$ cat config.mk
export PLATFORM = sky130hd
export DESIGN_NAME = tlem_scale
export DESIGN_NICKNAME = d
export VERILOG_FILES = /design/src/hdl/tlem_pkg.sv /design/src/hdl/tlem_scale.sv
export SDC_FILE = /design/constraint.sdc
export NUM_CORES = 2
export LEC_CHECK = 0
export ABC_CLOCK_PERIOD_IN_PS = 11100
export BUFFER_PORTS_ARGS = -buffer_cell sky130_fd_sc_hd__buf_2
export CORE_MARGIN = 2
export CORE_UTILIZATION = 45
export CTS_CLUSTER_SIZE = 16
export DETAILED_ROUTE_END_ITERATION = 8
export PLACE_DENSITY = 0.71
export RECOVER_POWER = 50
export SYNTH_ARGS = -nofsm -noshare
export SYNTH_HDL_FRONTEND = slang
export SYNTH_SLANG_ARGS = --single-unit
$ cat constraint.sdc
create_clock -name clk -period 11.1 [get_ports clk]
set_input_delay 1.665 -clock clk [delete_from_list [all_inputs] [get_ports clk]]
set_output_delay 1.665 -clock clk [all_outputs]
set_load 0.1 [all_outputs]
$ cat src/hdl/tlem_pkg.sv
// ----------------------------------------------------------------------------
// tlem_pkg
// Shared types and constants of the text line extent measurement block.
// ----------------------------------------------------------------------------
package tlem_pkg;

	// Defaults of the top-level parameters.
	localparam int GLYPHS_DEF   = 256;
	localparam int PEN_BITS_DEF = 24;

	// Fixed field widths.
	localparam int OUT_W    = 24;
	localparam int HEIGHT_W = 32;
	localparam int CODE_W   = 21;
	localparam int LC_W     = 16;
	localparam int ADV_W    = 18;
	localparam int CFG_W    = 16;

	// Request opcodes.
	localparam logic [1:0] OP_LOAD = 2'd0;
	localparam logic [1:0] OP_CHAR = 2'd1;
	localparam logic [1:0] OP_EOL  = 2'd2;

	// Result kinds.
	localparam logic [1:0] KIND_CHAR = 2'd0;
	localparam logic [1:0] KIND_LINE = 2'd1;
	localparam logic [1:0] KIND_TEXT = 2'd2;

	// Configuration register indexes.
	localparam logic [1:0] REG_FONT_HEIGHT = 2'd0;
	localparam logic [1:0] REG_GLYPH_COUNT = 2'd1;
	localparam logic [1:0] REG_X_SCALE     = 2'd2;
	localparam logic [1:0] REG_Y_SCALE     = 2'd3;

	// Codes with a fixed advance derived from the cell height.
	localparam logic [CODE_W-1:0] CODE_SPACE = 21'h00020;
	localparam logic [CODE_W-1:0] CODE_NBSP  = 21'h000A0;

	// Operation of the scale unit.
	localparam logic [1:0] MODE_SPACING = 2'd0; // spacing * x_scale / 256
	localparam logic [1:0] MODE_SPACE   = 2'd1; // height * x_scale / 1152
	localparam logic [1:0] MODE_NBSP    = 2'd2; // height * x_scale / 4608
	localparam logic [1:0] MODE_HEIGHT  = 2'd3; // lines * height * y_scale / 256

	// floor(x / 9) == (x * RECIP9) >> RECIP_SHIFT for every x below 2^21.
	localparam logic [18:0] RECIP9      = 19'd466034;
	localparam int          RECIP_SHIFT = 22;

	typedef struct packed {
		logic [9:0] spacing;
		logic [9:0] width;
	} glyph_entry_t;

	typedef struct packed {
		logic       mul_en;
		logic       div_en;
		logic [1:0] mode;
	} scale_ctl_t;

endpackage

$ cat src/hdl/tlem_scale.sv
// ----------------------------------------------------------------------------
// tlem_scale
// Two-stage scale unit: a product of two operands, then either a shift,
// a division by a constant through a reciprocal, or the y scale product.
// ----------------------------------------------------------------------------
module tlem_scale (
	input  logic                 clk,
	input  tlem_pkg::scale_ctl_t ctl,
	input  logic [15:0]          op_a,
	input  logic [15:0]          op_b,
	input  logic [15:0]          y_scale,
	output logic [31:0]          result
);

	logic [31:0] prod_s1;
	logic [1:0]  mode_s1;
	logic [31:0] res_s2;
	logic [25:0] x2;
	logic [18:0] m2;
	logic [44:0] prod2;
	logic [36:0] height_sh;
	logic [31:0] res_d;

	always_ff @(posedge clk) begin
		if (ctl.mul_en) begin
			prod_s1 <= 32'(op_a) * 32'(op_b);
			mode_s1 <= ctl.mode;
		end
	end

	always_comb begin
		case (mode_s1)
			tlem_pkg::MODE_SPACE: begin
				x2 = 26'(prod_s1 >> 7);
				m2 = tlem_pkg::RECIP9;
			end
			tlem_pkg::MODE_NBSP: begin
				x2 = 26'(prod_s1 >> 9);
				m2 = tlem_pkg::RECIP9;
			end
			tlem_pkg::MODE_HEIGHT: begin
				x2 = prod_s1[25:0];
				m2 = 19'(y_scale);
			end
			default: begin
				x2 = '0;
				m2 = '0;
			end
		endcase
	end

	assign prod2     = 45'(x2) * 45'(m2);
	assign height_sh = 37'(prod2 >> 8);

	always_comb begin
		case (mode_s1)
			tlem_pkg::MODE_SPACE,
			tlem_pkg::MODE_NBSP:   res_d = 32'(prod2 >> tlem_pkg::RECIP_SHIFT);
			tlem_pkg::MODE_HEIGHT: res_d = (|height_sh[36:32]) ? '1 : height_sh[31:0];
			default:               res_d = 32'(prod_s1 >> 8);
		endcase
	end

	always_ff @(posedge clk) begin
		if (ctl.div_en) begin
			res_s2 <= res_d;
		end
	end

	assign result = res_s2;

endmodule

; ---- After elaboration in Yosys (flattened, before gate mapping)
; Cells that the tools add are included.
[op_classes]
n_reduce_logical = 2
n_eq_ne = 3
mul = 2
n_mux = 4
[ops]
columns = op, n
row1 = $pmux W26 S3, 1
row2 = $pmux W32 S2, 1
row3 = $mul A26 B19 Y45, 1
row4 = $pmux W19 S2, 1
row5 = $mul A16 B16 Y32, 1
row6 = $mux W32, 1
row7 = $reduce_or A5 Y1, 1
row8 = $eq A2 B2 Y1 const B, 2
row9 = $eq A2 B1 Y1 const B, 1
row10 = $reduce_or A2 Y1, 1
[word_totals]
register_bits = 66
out_inout_bits = 32
wordCells = 14
inputBits = 53

; ---- Longest topological paths before layout
[depth]
ltp_word = 7
mapped_depth = 32
mapped_depth_nobuf = 28

; ---- Worst setup path before layout
; OpenSTA, ideal clock, no wires.
[synth_path]
kind = input to register
start = in y_scale[1]
end = reg res_s2[0] (netlist: result[0]) (data pin)
path_stages = 27
t_arrival_ns = 8.329
t_required_ns = 10.824
setup_time_ns = 0.276
n_path_buf = 4
setup_slack_ns = 2.496
path_cell_list = a21oi_1 > or2_2 > clkbuf_1 > clkbuf_1 > nor2_1 > fa_1 > fa_1 > inv_1 > fa_1 > inv_1 > fa_1 > fa_1 > inv_1 > fa_1 > inv_1 > ha_1 > buf_2 > and4_1 > nand3_1 > or4_1 > a211oi_1 > nor2_1 > a31oi_1 > xor2_2 > nor3_4 > buf_6 > o22ai_2
[synth_via]
elab_chain_len = 5
[synth_rtl]
columns = element, line
row1 = "start, declared", tlem_scale.sv:11  ; input logic [15:0] y_scale,
row2 = $pmux W19 S2 (*), tlem_scale.sv:32  ; case (mode_s1)
row3 = $mul A26 B19 Y45 (*), tlem_scale.sv:52  ; assign prod2 = 45'(x2) * 45'(m2);
row4 = $reduce_or A5 Y1, tlem_scale.sv:59  ; tlem_pkg::MODE_HEIGHT: res_d = (|height_sh[36:32]) ? '1 : height_sh[31:0];
row5 = $mux W32, tlem_scale.sv:59
row6 = $pmux W32 S2 (*), tlem_scale.sv:56  ; case (mode_s1)
row7 = named net res_d[0], tlem_scale.sv:22  ; logic [31:0] res_d;
row8 = "end signal, assigned", tlem_scale.sv:66  ; res_s2 <= res_d;
row9 = "end, declared", tlem_scale.sv:17  ; logic [31:0] res_s2;
; The timed path passes the listed nets; every way through them passes the cells marked *.
; A chain may end at the register's enable or synchronous reset.

; ---- Final worst setup path
[layout_path]
start = reg mode_s1[0]
end = reg res_s2[12] (netlist: result[12]) (data pin)
[layout_via]
elab_chain_len = 7
word_cells_on_any_way = 10
cone_classes = mul: 1 / eq/ne: 3 / mux: 4 / reduce/logical: 2
[layout_rtl]
columns = element, line
row1 = "start, declared", tlem_scale.sv:16  ; logic [1:0] mode_s1;
row2 = "start signal, assigned", tlem_scale.sv:27  ; mode_s1 <= ctl.mode;
row3 = $eq A2 B1 Y1 / $eq A2 B2 Y1 (equally long branches), "tlem_scale.sv:32, tlem_scale.sv:56"
row4 = $reduce_or A2 Y1 (no line), --
row5 = $pmux W19 S2, tlem_scale.sv:32
row6 = $mul A26 B19 Y45, tlem_scale.sv:52
row7 = $reduce_or A5 Y1, tlem_scale.sv:59
row8 = $mux W32, tlem_scale.sv:59
row9 = $pmux W32 S2 (*), tlem_scale.sv:56
row10 = named net res_d[12], tlem_scale.sv:22
; Marks and branches as above.

==> flow_metrics.env <==
export IMPL_outcome="finished, violations left"
export IMPL_violations="DRC, capacitance limit, slew limit"
export IMPL_synthTopCellsByCount="inv_1, fa_1, nand2_1"
export IMPL_synth_nets=4083
export IMPL_netlist_instances=3201
export IMPL_port_buffers=84
export IMPL_synth_async_reset_ratio_pct=0
export IMPL_drtIter0Drc=1845
export IMPL_r2r_setup_slack_ns=0.99
export IMPL_cts_inserted_buffers=9
export IMPL_cts_tree="done"
export IMPL_worstSetupEndpoint="result[12]$_DFFE_PP_"
export IMPL_antenna_cells=0
export IMPL_ys_flop_type="edfxtp_1"
export IMPL_synth_seq_cells=66
export IMPL_grt_pass1_vias=23020
export IMPL_core_mm2=0.06047
export IMPL_start_util_pct=45.55
export IMPL_setup_violations=0
export IMPL_startpoint="mode_s1[0]$_DFFE_PP_"
export IMPL_slew_viol_final=68
export IMPL_setup_tns_ns=0
export IMPL_worstMarginPinSlew_ns=1.862
export IMPL_skew_ns=0.01368
export IMPL_syn_area_mm2=0.02754
export IMPL_max_freq_mhz=98.91
export IMPL_place_congestion=1.014
export IMPL_reg2regPathDepth=25
export IMPL_grt_max_degree=63
export IMPL_synth_top_cell_area_share_pct=42.96
export IMPL_dr_pass1_iters=9
export IMPL_clk_pin_slew_ns=0.06
export IMPL_cts_htree_levels=3
export IMPL_clock_path_buffers=2
export IMPL_cts_root_buf="clkbuf_16"
export IMPL_layout_drive_gt1_share_pct=5.311
export IMPL_synth_area_top_cells="fa_1, ha_1, inv_1, edfxtp_1, nand2_1"
export IMPL_drv_cap=2
export IMPL_wl_per_cell_um=20.07
export IMPL_timing_critical_path_required_ns=11.14
export IMPL_finalCriticalPeriod_ns=10.11
export IMPL_grt_pass1_wl_um=128100
export IMPL_antenna_left=0
export IMPL_dp_hpwl_um=67030
export IMPL_cp_arrival_ns=10.15
export IMPL_grt_ovfl_total=0
export IMPL_viasPerCell=5.488
export IMPL_dieArea_mm2=0.06320
export IMPL_hold_violations=0
export IMPL_r2r_end="result[12]$_DFFE_PP_"
export IMPL_rows=90
export IMPL_syn_mean_instance_area_um2=8.604
export IMPL_clock_sinks=66
export IMPL_r2r_start="mode_s1[0]$_DFFE_PP_"
export IMPL_synth_edf_count=66
export IMPL_slew_headroom_pct=-24.11
export IMPL_yosysUniqueCellTypes=78
export IMPL_post_cts_buffers=0
export IMPL_cts_resized=0
export IMPL_yosys_warnings=0
export IMPL_areaGrowthSynthToFinish_pct=4.802
export IMPL_vias=21750
export IMPL_fin_nets=4059
export IMPL_grt_usage_pct=26.19
export IMPL_yosysTopAreaCell="fa_1"
export IMPL_fp_dieW_um=251.4
export IMPL_pin_count=85
export IMPL_hp_class="register to register"
export IMPL_drc_errors=21
export IMPL_grt_setup_unrepaired="false"
export IMPL_clock_latency_ns=0.34
export IMPL_crit_fanout=29
export IMPL_fp_dieH_um=251.4
export IMPL_routed_wl_um=79560
export IMPL_yosysMostFrequentCell="inv_1"
export IMPL_hold_buffers=0
export IMPL_end_kind="register"
export IMPL_crit_type="register to register"
export IMPL_crit_path_start_kind="register"
export IMPL_ys_seq_area_share_pct=7.196
export IMPL_antenna_found_initial=3
export IMPL_period_share_pct=91.08
[layout make-up]
cell class | count | area, um^2
sequential | 66 | 1982
multi-input combinational | 2219 | 22100
inverter | 768 | 2883
timing repair buffer | 113 | 616.8
clock buffer | 9 | 225.2
tap | 782 | 978.4
clock inverter | 7 | 77.57
fill | 5776 | 31610
[how the worst min path moves through the flow]
stage,startpoint,to,cells past startpoint
final,prod_s1[21]$_DFFE_PP_,result[13]$_DFFE_PP_,2
after global placement,prod_s1[29]$_DFFE_PP_,result[21]$_DFFE_PP_,2
after floorplan,prod_s1[8]$_DFFE_PP_,result[0]$_DFFE_PP_,2
after global routing,prod_s1[19]$_DFFE_PP_,result[11]$_DFFE_PP_,2
after CTS,prod_s1[19]$_DFFE_PP_,result[11]$_DFFE_PP_,2
after detailed placement,prod_s1[21]$_DFFE_PP_,result[13]$_DFFE_PP_,2
[state kept, by name (all words and copies together), names as in the netlist]
name     count
mode_s1      2
prod_s1     32
result      32
[worst max-delay path: stages (launching register included)]
cell,delay (ns)
edfxtp_1,0.38
inv_1,0.07
ha_2,0.37
nor2b_1,0.83
nand2_1,0.24
nand2_1,0.84
nand2_1,0.18
fa_1,0.55
inv_1,0.05
fa_1,0.49
fa_1,0.61
fa_1,0.48
fa_1,0.51
inv_1,0.05
fa_1,0.51
inv_1,0.05
ha_1,0.41
and4_1,0.30
nand3_1,0.15
or4_1,0.49
a211oi_1,0.35
nor2_1,0.14
a31oi_1,0.31
xor2_2,0.22
nor3_4,0.99
o221ai_1,0.23
[logic make-up (layout without fill, tap and decap cells)]
kind of cell | count (synthesis) | count (layout) | share of synthesized area [%]
DFF | 66 | 66 | 7.196
and+or+nand+nor | 999 | 999 | 15.82
AOI/OAI and AO/OA | 308 | 308 | 7.936
buffers and inverters | 916 | 897 | 12.57
adders and majority gates | 836 | 836 | 54.02
xor gates and xnor gates | 75 | 75 | 2.412
muxes | 1 | 1 | 0.03634
[metal layers]
layer  global-route usage [%]  share of wire (%)  vias up
met2                    43.87                 47     1017
met5                        0               0.10        -
met3                    4.804                9.1      231
met1                    33.64                 39    10870
met4                    10.44                4.9        6
li1                         -                  -     9634
[cell usage in the layout, fill, tap and decap left out, drive strengths merged, types with 21 or more instances in the layout]
cell type	count
xor2	22
and2	101
nand3	21
clkbuf	26
ha	238
a21o	30
or2	32
xnor2	53
a222oi	26
fa	591
buf	96
nor2	261
a21oi	90
inv	770
nand2	491
o21ai	56
edfxtp	66
[metrics by stage]
stage	cells	util, %	hold slack (ns)	setup slack (ns)	cell area, um^2
after detailed placement	3948	47.27	0.7406	1.178	28580
after CTS	3964	47.77	0.7505	1.147	28890
after floorplan	3201	-	0.5766	2.496	27540
final	3964	47.73	0.7666	0.9899	28870
after global placement	3948	47.27	0.7509	1.309	28580
after global routing	3964	47.73	0.7953	0.4570	28870
Power is left out: the tool's default activity adds up to more than one toggle a clock period on the data nets, which glitch-free logic cannot reach.
